**src/design/lkvc_pkg.sv**
```systemverilog
// ----------------------------------------------------------------------------
// lkvc_pkg: shared types and constants of the LRU key/value cache
// Holds the sequencer states, the recency command struct and the defaults
// for the capacity register and the entry count.
// ----------------------------------------------------------------------------
package lkvc_pkg;

  // Default number of entries in the store
  localparam int unsigned MAX_ENTRIES_DEF = 16;

  // Field widths fixed by the interface
  localparam int unsigned KEY_W   = 32;
  localparam int unsigned VALUE_W = 32;
  localparam int unsigned CAP_W   = 5;

  // Capacity register value after reset
  localparam logic [CAP_W-1:0] CAP_RESET = 5'd16;

  // Request kinds
  localparam logic KIND_LOOKUP = 1'b0;
  localparam logic KIND_WRITE  = 1'b1;

  // Sequencer states
  typedef enum logic [1:0] {
    ST_IDLE,
    ST_SCAN,
    ST_UPDATE
  } state_e;

  // Command to the recency cells
  typedef struct packed {
    logic touch;  // age younger entries, make slot most recent
    logic fill;   // same, and also mark slot valid and bump the count
  } rec_cmd_t;

endpackage

```
**src/design/lkvc_kv_mem.sv**
```systemverilog
// ----------------------------------------------------------------------------
// lkvc_kv_mem: key and value storage
// Two arrays sharing one write port and one registered read port. Contents
// are undefined until written; valid bits live in the recency cells.
// ----------------------------------------------------------------------------
module lkvc_kv_mem #(
  parameter int unsigned MAX_ENTRIES = lkvc_pkg::MAX_ENTRIES_DEF
) (
  input  logic                                clk_i,
  input  logic [$clog2(MAX_ENTRIES)-1:0]      rd_addr_i,
  output logic [lkvc_pkg::KEY_W-1:0]          rd_key_o,
  output logic [lkvc_pkg::VALUE_W-1:0]        rd_value_o,
  input  logic                                we_i,
  input  logic [$clog2(MAX_ENTRIES)-1:0]      wr_addr_i,
  input  logic [lkvc_pkg::KEY_W-1:0]          wr_key_i,
  input  logic [lkvc_pkg::VALUE_W-1:0]        wr_value_i
);

  logic [lkvc_pkg::KEY_W-1:0]   key_mem   [MAX_ENTRIES];
  logic [lkvc_pkg::VALUE_W-1:0] value_mem [MAX_ENTRIES];
  logic [lkvc_pkg::KEY_W-1:0]   rd_key_q;
  logic [lkvc_pkg::VALUE_W-1:0] rd_value_q;

  // Write port
  always_ff @(posedge clk_i) begin
    if (we_i) begin
      key_mem[wr_addr_i]   <= wr_key_i;
      value_mem[wr_addr_i] <= wr_value_i;
    end
  end

  // Registered read port
  always_ff @(posedge clk_i) begin
    rd_key_q   <= key_mem[rd_addr_i];
    rd_value_q <= value_mem[rd_addr_i];
  end

  assign rd_key_o   = rd_key_q;
  assign rd_value_o = rd_value_q;

endmodule

```
**src/design/lkvc_recency.sv**
```systemverilog
// ----------------------------------------------------------------------------
// lkvc_recency: valid bits, recency ranks and entry count
// Rank 0 is the most recent entry; valid ranks are always 0 .. count-1.
// A touch ages every valid entry younger than the given age and zeroes the
// target slot; a fill does the same with age = count and claims the slot.
// ----------------------------------------------------------------------------
module lkvc_recency #(
  parameter int unsigned MAX_ENTRIES = lkvc_pkg::MAX_ENTRIES_DEF
) (
  input  logic                                clk_i,
  input  logic                                rst_ni,
  input  lkvc_pkg::rec_cmd_t                  cmd_i,
  input  logic [$clog2(MAX_ENTRIES)-1:0]      slot_i,
  input  logic [$clog2(MAX_ENTRIES+1)-1:0]    age_i,
  input  logic [$clog2(MAX_ENTRIES)-1:0]      rd_slot_i,
  output logic                                rd_valid_o,
  output logic [$clog2(MAX_ENTRIES)-1:0]      rd_rank_o,
  output logic                                rd_oldest_o,
  output logic [$clog2(MAX_ENTRIES+1)-1:0]    count_o
);

  localparam int unsigned IW = $clog2(MAX_ENTRIES);
  localparam int unsigned CW = $clog2(MAX_ENTRIES + 1);

  logic [MAX_ENTRIES-1:0] valid_q;
  logic [IW-1:0]          rank_q [MAX_ENTRIES];
  logic [CW-1:0]          count_q;

  // Rank cells: each entry compares its own rank with the broadcast age
  always_ff @(posedge clk_i or negedge rst_ni) begin
    if (!rst_ni) begin
      valid_q <= '0;
      count_q <= '0;
      for (int i = 0; i < MAX_ENTRIES; i++) begin
        rank_q[i] <= '0;
      end
    end else if (cmd_i.touch || cmd_i.fill) begin
      for (int i = 0; i < MAX_ENTRIES; i++) begin
        if (slot_i == IW'(i)) begin
          rank_q[i] <= '0;
        end else if (valid_q[i] && (CW'(rank_q[i]) < age_i)) begin
          rank_q[i] <= rank_q[i] + IW'(1);
        end
      end
      if (cmd_i.fill) begin
        valid_q[slot_i] <= 1'b1;
        count_q         <= count_q + CW'(1);
      end
    end
  end

  // Read at the scan position
  assign rd_valid_o  = valid_q[rd_slot_i];
  assign rd_rank_o   = rank_q[rd_slot_i];
  assign rd_oldest_o = valid_q[rd_slot_i] && ((CW'(rank_q[rd_slot_i]) + CW'(1)) == count_q);
  assign count_o     = count_q;

endmodule

```
**src/design/lru_key_value_cache.sv**
```systemverilog
// ----------------------------------------------------------------------------
// lru_key_value_cache: fully associative key/value store, LRU replacement
// Lookup: the sequential key compare scans every entry, one per cycle through
//   the memory port; then the update state loads the result register, waiting
//   while it is stalled. One request at a time: in_stall_o is high until idle.
// Reset: valid bits, ranks and count clear at once; capacity resets to 16.
// ----------------------------------------------------------------------------
module lru_key_value_cache #(
  parameter int unsigned MAX_ENTRIES = lkvc_pkg::MAX_ENTRIES_DEF
) (
  input  logic                                clk_i,
  input  logic                                rst_ni,
  // Configuration
  input  logic                                cfg_we_i,
  input  logic [lkvc_pkg::CAP_W-1:0]          cfg_wdata_i,
  // Request channel
  input  logic                                in_valid_i,
  output logic                                in_stall_o,
  input  logic                                kind_i,
  input  logic signed [lkvc_pkg::KEY_W-1:0]   key_i,
  input  logic signed [lkvc_pkg::VALUE_W-1:0] value_i,
  // Result channel
  output logic                                out_valid_o,
  input  logic                                out_stall_i,
  output logic                                hit_o,
  output logic signed [lkvc_pkg::VALUE_W-1:0] read_value_o
);

  localparam int unsigned IW   = $clog2(MAX_ENTRIES);
  localparam int unsigned CW   = $clog2(MAX_ENTRIES + 1);
  localparam int unsigned CMPW = (CW > lkvc_pkg::CAP_W) ? CW : lkvc_pkg::CAP_W;

  lkvc_pkg::state_e state_q, state_d;

  logic [lkvc_pkg::CAP_W-1:0]   cap_q;
  logic                         kind_q;
  logic [lkvc_pkg::KEY_W-1:0]   key_q;
  logic [lkvc_pkg::VALUE_W-1:0] value_q;

  logic          issuing_q;
  logic [IW-1:0] addr_q;
  logic          cmp_vld_q;
  logic [IW-1:0] cmp_idx_q;

  logic                         hit_found_q;
  logic [IW-1:0]                hit_idx_q;
  logic [IW-1:0]                hit_rank_q;
  logic [lkvc_pkg::VALUE_W-1:0] hit_val_q;
  logic                         free_found_q;
  logic [IW-1:0]                free_idx_q;
  logic [IW-1:0]                vict_idx_q;

  logic                         out_valid_q;
  logic                         out_hit_q;
  logic [lkvc_pkg::VALUE_W-1:0] out_value_q;

  logic                         accept;
  logic                         out_free;
  logic                         scan_last;
  logic                         out_load;
  logic                         mem_we;
  logic [IW-1:0]                mem_wr_addr;
  logic [lkvc_pkg::KEY_W-1:0]   rd_key;
  logic [lkvc_pkg::VALUE_W-1:0] rd_value;
  lkvc_pkg::rec_cmd_t           rec_cmd;
  logic [IW-1:0]                rec_slot;
  logic [CW-1:0]                rec_age;
  logic                         rd_valid;
  logic [IW-1:0]                rd_rank;
  logic                         rd_oldest;
  logic [CW-1:0]                count;
  logic [CMPW-1:0]              cap_ext;
  logic [CMPW-1:0]              eff_cap;
  logic                         full;

  assign accept    = in_valid_i && !in_stall_o;
  assign in_stall_o = (state_q != lkvc_pkg::ST_IDLE);
  assign out_free  = !out_valid_q || !out_stall_i;
  assign scan_last = cmp_vld_q && (cmp_idx_q == IW'(MAX_ENTRIES - 1));

  // Effective capacity: zero acts as one, clamp at the store size
  assign cap_ext = CMPW'(cap_q);
  always_comb begin
    if (cap_q == '0) begin
      eff_cap = CMPW'(1);
    end else if (cap_ext > CMPW'(MAX_ENTRIES)) begin
      eff_cap = CMPW'(MAX_ENTRIES);
    end else begin
      eff_cap = cap_ext;
    end
  end
  assign full = (CMPW'(count) >= eff_cap);

  // Capacity register
  always_ff @(posedge clk_i or negedge rst_ni) begin
    if (!rst_ni) begin
      cap_q <= lkvc_pkg::CAP_RESET;
    end else if (cfg_we_i) begin
      cap_q <= cfg_wdata_i;
    end
  end

  // State register
  always_ff @(posedge clk_i or negedge rst_ni) begin
    if (!rst_ni) begin
      state_q <= lkvc_pkg::ST_IDLE;
    end else begin
      state_q <= state_d;
    end
  end

  // Next state, update commands and write-back
  always_comb begin
    state_d     = state_q;
    rec_cmd     = '0;
    rec_slot    = '0;
    rec_age     = '0;
    mem_we      = 1'b0;
    mem_wr_addr = '0;
    out_load    = 1'b0;
    case (state_q)
      lkvc_pkg::ST_IDLE: begin
        if (accept) begin
          state_d = lkvc_pkg::ST_SCAN;
        end
      end
      lkvc_pkg::ST_SCAN: begin
        if (scan_last) begin
          state_d = lkvc_pkg::ST_UPDATE;
        end
      end
      lkvc_pkg::ST_UPDATE: begin
        if (kind_q == lkvc_pkg::KIND_LOOKUP) begin
          // hold here until the result register can take the result
          if (out_free) begin
            out_load      = 1'b1;
            rec_cmd.touch = hit_found_q;
            rec_slot      = hit_idx_q;
            rec_age       = CW'(hit_rank_q);
            state_d       = lkvc_pkg::ST_IDLE;
          end
        end else begin
          mem_we = 1'b1;
          if (hit_found_q) begin
            // update in place
            rec_cmd.touch = 1'b1;
            rec_slot      = hit_idx_q;
            rec_age       = CW'(hit_rank_q);
            mem_wr_addr   = hit_idx_q;
          end else if (full) begin
            // replace the least recent entry
            rec_cmd.touch = 1'b1;
            rec_slot      = vict_idx_q;
            rec_age       = count - CW'(1);
            mem_wr_addr   = vict_idx_q;
          end else begin
            // claim the lowest free slot
            rec_cmd.fill = 1'b1;
            rec_slot     = free_idx_q;
            rec_age      = count;
            mem_wr_addr  = free_idx_q;
          end
          state_d = lkvc_pkg::ST_IDLE;
        end
      end
      default: begin
        state_d = lkvc_pkg::ST_IDLE;
      end
    endcase
  end

  // Request capture
  always_ff @(posedge clk_i) begin
    if (accept) begin
      kind_q  <= kind_i;
      key_q   <= key_i;
      value_q <= value_i;
    end
  end

  // Scan address generator and compare unit
  always_ff @(posedge clk_i or negedge rst_ni) begin
    if (!rst_ni) begin
      issuing_q    <= 1'b0;
      addr_q       <= '0;
      cmp_vld_q    <= 1'b0;
      cmp_idx_q    <= '0;
      hit_found_q  <= 1'b0;
      free_found_q <= 1'b0;
    end else if (accept) begin
      issuing_q    <= 1'b1;
      addr_q       <= '0;
      cmp_vld_q    <= 1'b0;
      hit_found_q  <= 1'b0;
      free_found_q <= 1'b0;
    end else begin
      cmp_vld_q <= issuing_q;
      cmp_idx_q <= addr_q;
      if (issuing_q) begin
        if (addr_q == IW'(MAX_ENTRIES - 1)) begin
          issuing_q <= 1'b0;
        end else begin
          addr_q <= addr_q + IW'(1);
        end
      end
      if (cmp_vld_q) begin
        if (rd_valid && (rd_key == key_q)) begin
          hit_found_q <= 1'b1;
        end
        if (!rd_valid && !free_found_q) begin
          free_found_q <= 1'b1;
        end
      end
    end
  end

  // Scan results: slot numbers, rank and value of the matches
  always_ff @(posedge clk_i) begin
    if (cmp_vld_q) begin
      if (rd_valid && (rd_key == key_q)) begin
        hit_idx_q  <= cmp_idx_q;
        hit_rank_q <= rd_rank;
        hit_val_q  <= rd_value;
      end
      if (!rd_valid && !free_found_q) begin
        free_idx_q <= cmp_idx_q;
      end
      if (rd_oldest) begin
        vict_idx_q <= cmp_idx_q;
      end
    end
  end

  // Result register
  always_ff @(posedge clk_i or negedge rst_ni) begin
    if (!rst_ni) begin
      out_valid_q <= 1'b0;
    end else if (out_load) begin
      out_valid_q <= 1'b1;
    end else if (!out_stall_i) begin
      out_valid_q <= 1'b0;
    end
  end

  always_ff @(posedge clk_i) begin
    if (out_load) begin
      out_hit_q   <= hit_found_q;
      out_value_q <= hit_found_q ? hit_val_q : '0;
    end
  end

  assign out_valid_o  = out_valid_q;
  assign hit_o        = out_hit_q;
  assign read_value_o = out_value_q;

  // Key/value storage
  lkvc_kv_mem #(
    .MAX_ENTRIES(MAX_ENTRIES)
  ) u_kv_mem (
    .clk_i     (clk_i),
    .rd_addr_i (addr_q),
    .rd_key_o  (rd_key),
    .rd_value_o(rd_value),
    .we_i      (mem_we),
    .wr_addr_i (mem_wr_addr),
    .wr_key_i  (key_q),
    .wr_value_i(value_q)
  );

  // Valid bits, ranks and count
  lkvc_recency #(
    .MAX_ENTRIES(MAX_ENTRIES)
  ) u_recency (
    .clk_i      (clk_i),
    .rst_ni     (rst_ni),
    .cmd_i      (rec_cmd),
    .slot_i     (rec_slot),
    .age_i      (rec_age),
    .rd_slot_i  (cmp_idx_q),
    .rd_valid_o (rd_valid),
    .rd_rank_o  (rd_rank),
    .rd_oldest_o(rd_oldest),
    .count_o    (count)
  );

endmodule
```
**config.mk**
```make
export PLATFORM = sky130hd
export DESIGN_NAME = lru_key_value_cache
export DESIGN_NICKNAME = d
export VERILOG_FILES = /design/src/design/lkvc_pkg.sv /design/src/design/lkvc_kv_mem.sv /design/src/design/lkvc_recency.sv /design/src/design/lru_key_value_cache.sv
export SDC_FILE = /design/constraint.sdc
export NUM_CORES = 1
export LEC_CHECK = 0
export BUFFER_PORTS_ARGS = -buffer_cell sky130_fd_sc_hd__buf_2
export CORE_ASPECT_RATIO = 1.5
export CORE_MARGIN = 4
export CORE_UTILIZATION = 60
export DETAILED_ROUTE_END_ITERATION = 8
export PLACE_DENSITY = 0.82
export SYNTH_ARGS = -nofsm -noshare
export SYNTH_HDL_FRONTEND = slang
export SYNTH_HIERARCHICAL = 1
export SYNTH_SLANG_ARGS = --single-unit
export TNS_END_PERCENT = 100
```
**constraint.sdc**
```tcl
create_clock -name clk_i -period 19.44 [get_ports clk_i]
set_input_delay 3.888 -clock clk_i [delete_from_list [all_inputs] [get_ports clk_i]]
set_output_delay 3.888 -clock clk_i [all_outputs]
set_load 0.01 [all_outputs]
```
==> reports/qor.tcl <==
set qor(netlist-cell-type-count) 59
set qor(synth_edf_count) 1170
set qor(p_leak_nw) 19.52
set qor(ant_nets) 0
set qor(cap_violations) 0
set qor(synth-adder-area-share) 0.01757
set qor(antennaDiodeCount) 0
set qor(largest_family_of_logic_cells_by_synthesized_area) {multiplexers}
set qor(place.port_buffers) 109
set qor(ys_seq_area_frac) 0.7510
set qor(final_hold_violating_endpoints) 0
set qor(place_worst_setup_slack_ns) 12.16
set qor(syn-cell-area_um2) 51990
set qor(postSynthNetCount) 2790
set qor(cts_inserted_buffers) 113
set qor(cp-end-kind) {register}
set qor(grt_use_total) 0.2768
set qor(comb_power_share) 0.205
set qor(cell_count_after_synthesis) 2642
set qor(synth_flop_cell) {edfxtp_1}
set qor(async_flop_share) 0.07842
set qor(worst_setup_hold_path_clk_slew_ns) 0.07
set qor(cts_max_level) 3
set qor(layout.cell_area.non_filler_um2) 57760
set qor(final_cell_count_no_fill) 4041
set qor(setup_tns_ns) 0
set qor(worst-setup-path-type) {input pin to register}
set qor(hold_path.class) {register to register}
set qor(hold_path_end) {hit_val_q[5]}
set qor(critical_path.max_stage_delay_ns) 0.72
set qor(finalCritPeriodShare) 0.3472
set qor(timing.final.ws_setup_ns) 12.69
set qor(net_switching_power_mw) 2.002
set qor(grt_pass1_wl_mm) 185.6
set qor(crit_required_ns) 20.08
set qor(antenna_found_initial) 0
set qor(outcome) {completed}
set qor(gp_congestion) 0.8739
set qor(route.vias.total) 27443
set qor(seq_power_share) 0.478
set qor(route.detailed.wl_per_inst_um) 30.84
set qor(drive_gt1_frac) 0.2302
set qor(rr_startpoint) {cap_ext[1]}
set qor(first_pass_iters) 7
set qor(synth_xor_area_frac) 0.01028
set qor(path_max_fanout) 16
set qor(critPathLaunchType) {input pin}
set qor(clock_tree.buffer_depth) 3
set qor(clkPwrFrac) 0.317
set qor(path_buf_inv) 2
set qor(place_hpwl_mm) 62.71
set qor(synth-simple-area-share) 0.03795
set qor(setup_violations) 0
set qor(fraction_of_the_mapped_netlist_area_in_compound_gates) 0.04390
set qor(max-slew-margin-rel) 0.2119
set qor(final_net_count) 2952
set qor(totalWireLength_mm) 124.6
set qor(critical_path_arrival_ns) 7.39
set qor(ys_ff_latch) 1339
set qor(total_die_area_um2) 91520
set qor(grt_setup_unrepaired) {no}
set qor(report.power.total_mw) 7.307
set qor(chipHeight_um) 368.5
set qor(grt_max_degree) 163
set qor(design.portCount) 110
set qor(cts_root_buf) {clkbuf_16}
set qor(setup.reg_to_reg.worst_slack_ns) 13.80
set qor(fin_worst_skew_ns) 0.03923
set qor(timing.critical_path.cells) {buf_2 > nand2_1 > or2_2 > and2_1 > a22o_1 > inv_1 > ha_1 > a21o_1 > a21o_1 > a21oi_1 > o211ai_1 > or4_1 > nand2_1}
set qor(reg2reg_to) {u_kv_mem/value_mem[11][22]}
set qor(ys_warn_count) 6
set qor(initial_core_util) 0.6030
set qor(flow.area_growth_from_synthesis_pct) 11.10
set qor(internal_power_mw) 5.305
set qor(core_um2) 86210
set qor(hold_path_depth) 0
set qor(timing_worst_slew_pin_value_ns) 1.179
set qor(post-cts-setup-buffers) 0
set qor(critical_path.top_delay_family) {simple AND/OR/NAND/NOR gates}
set qor(syn-mean-instance-area_um2) 19.68
set qor(routed_vias_inst) 6.791
set qor(number_of_placed_cells_counting_well_taps) 3828
set qor(ctsResizeCount) 0
set qor(clkLatencyLatePin_ns) 0.72
set qor(final.hold.worst_slack_ns) 0.4037
set qor(clkSinkCount) 1339
set qor(maxSlewViolCount) 0
set qor(timing.hold.worst.start) {u_kv_mem/rd_value_o[5]}
set qor(reg2reg_depth) 12
set qor(critical-path-slowest-cell) {inv_1}
set qor(count_of_hold_buffers_inserted_by_post_cts_repair) 0
set qor(placement_rows) 132
set qor(grt_pass1_vias) 29014
set qor(die-width_um) 248.3
set qor(ir_drop_mv) 0.1462
set qor(globalRoute.totalOverflow) 0
set qor(cts_tree) {done}
set qor(final_core_utilization) 0.6700
set qor(placement.cell_area_um2) 53940
set qor(drt_iter0_markers) 3454
set qor(synth.mux.area_fraction) 0.1249
set qor(swShare) 0.2740
set qor(drc_violations) 0
set qor(min_period_ns) 6.750
set qor(p_per_area_nw_per_um2) 126.5
set qor(max_freq_mhz) 148.2
[synthesized netlist by cell type (all sizes together) (37+ instances only)]
library cell,count,area share
dfrtp,104,0.050
ha,73,0.018
and2,40,0.0048
mux4,275,0.12
a22oi,131,0.019
nand2,139,0.010
clkbuf,53,0.0038
inv,37,0.0027
buf,60,0.0078
nor2,67,0.0048
a21o,40,0.0058
nand3,48,0.0046
edfxtp,1170,0.68
dfxtp,64,0.025
[routing by layer]
metal,global-route usage,wire length [µm]
met2,0.4725,65310
met3,0.04600,10390
met1,0.3463,42280
met4,0.1350,6656
met5,0,0
[how the worst max path moves through the flow]
stage	start	slack, ns	to	cells past startpoint
6_report	out_stall_i	12.69	u_recency/rank_q[51]	13
3_3_place_gp	out_stall_i	12.26	u_recency/rank_q[39]	13
3_5_place_dp	out_stall_i	12.16	u_recency/rank_q[51]	13
4_1_cts	out_stall_i	12.90	u_recency/rank_q[51]	13
2_1_floorplan	cap_ext[1]	12.23	u_kv_mem/key_mem[0][0]	12
5_1_grt	out_stall_i	12.59	u_recency/rank_q[23]	13
[cell usage in the layout (no fill, tap or decap), drive strengths merged, types with 7 or more instances in the layout]
cell type | synthesis | layout
mux4 | 275 | 275
nand3 | 48 | 48
a21oi | 35 | 35
and2 | 40 | 40
xor2 | 36 | 36
clkbuf | 53 | 138
inv | 37 | 42
a22oi | 131 | 131
o21ai | 36 | 36
clkinv | 2 | 52
o2bb2ai | 8 | 8
dfxtp | 64 | 64
mux2 | 11 | 11
a21o | 40 | 40
buf | 60 | 160
bufinv | 0 | 13
xnor2 | 25 | 25
nand2b | 23 | 23
nand4 | 12 | 12
or4 | 23 | 23
nor2b | 8 | 8
dfrtp | 104 | 104
nor2 | 67 | 67
clkinvlp | 0 | 7
or3 | 9 | 9
o211ai | 30 | 30
ha | 73 | 73
edfxtp | 1170 | 1170
o21bai | 9 | 9
o2111ai | 8 | 8
nand2 | 139 | 139
mux2i | 14 | 14
nor3 | 14 | 14
[cell families after synthesis]
logic type               count (synthesis)
AO/OA/AOI/OAI                          315
AND/OR/NAND/NOR                        402
flip-flops                            1339
XOR/XNOR                                61
adder cells (fa/ha/maj)                 73
multiplexers                           300
buffers and inverters                  152
[worst reg2reg max path, cell delays in order (launching register included)]
cell and delay [ns]:
dfrtp_1 0.41, nor3_1 0.19, nor2_1 0.06, nor2_1 0.15, ha_1 0.14, nand2b_1 0.10, a31oi_1 0.11, o21ai_2 0.61
mux2i_1 0.21, a211oi_1 0.94, nand2_1 0.49, nor2_4 1.05, buf_4 0.80
[final cells by class]
| class | count | area, µm² |
|---|---|---|
| multi-input cells | 1151 | 12360 |
| clock inverters | 75 | 765.7 |
| clock buffers | 138 | 3054 |
| flip-flops and latches | 1339 | 39050 |
| inverters | 39 | 146.4 |
| well taps | 1139 | 1425 |
| fillers | 5211 | 28450 |
| repair buffers | 160 | 955.9 |
[registers in the layout (all words and copies together) (netlist names), 32 cells and up]
register / count
u_kv_mem/rd_key_o: 32
read_value_o: 32
value_q: 32
u_recency/rank_q: 64
key_q: 32
u_kv_mem/key_mem: 512
u_kv_mem/value_mem: 512
hit_val_q: 32
u_kv_mem/rd_value_o: 32
[power by group through the flow]
stage	sequential, mW	clock [mW]	combinational (mW)
final	3.49	2.32	1.50
after floorplan	3.45	0	1.17
after CTS	3.49	2.34	1.50
after detailed placement	3.55	0	1.45
after global placement	3.53	0	1.41
after global routing	3.51	2.48	1.59
(Power assumes the default switching activity.)
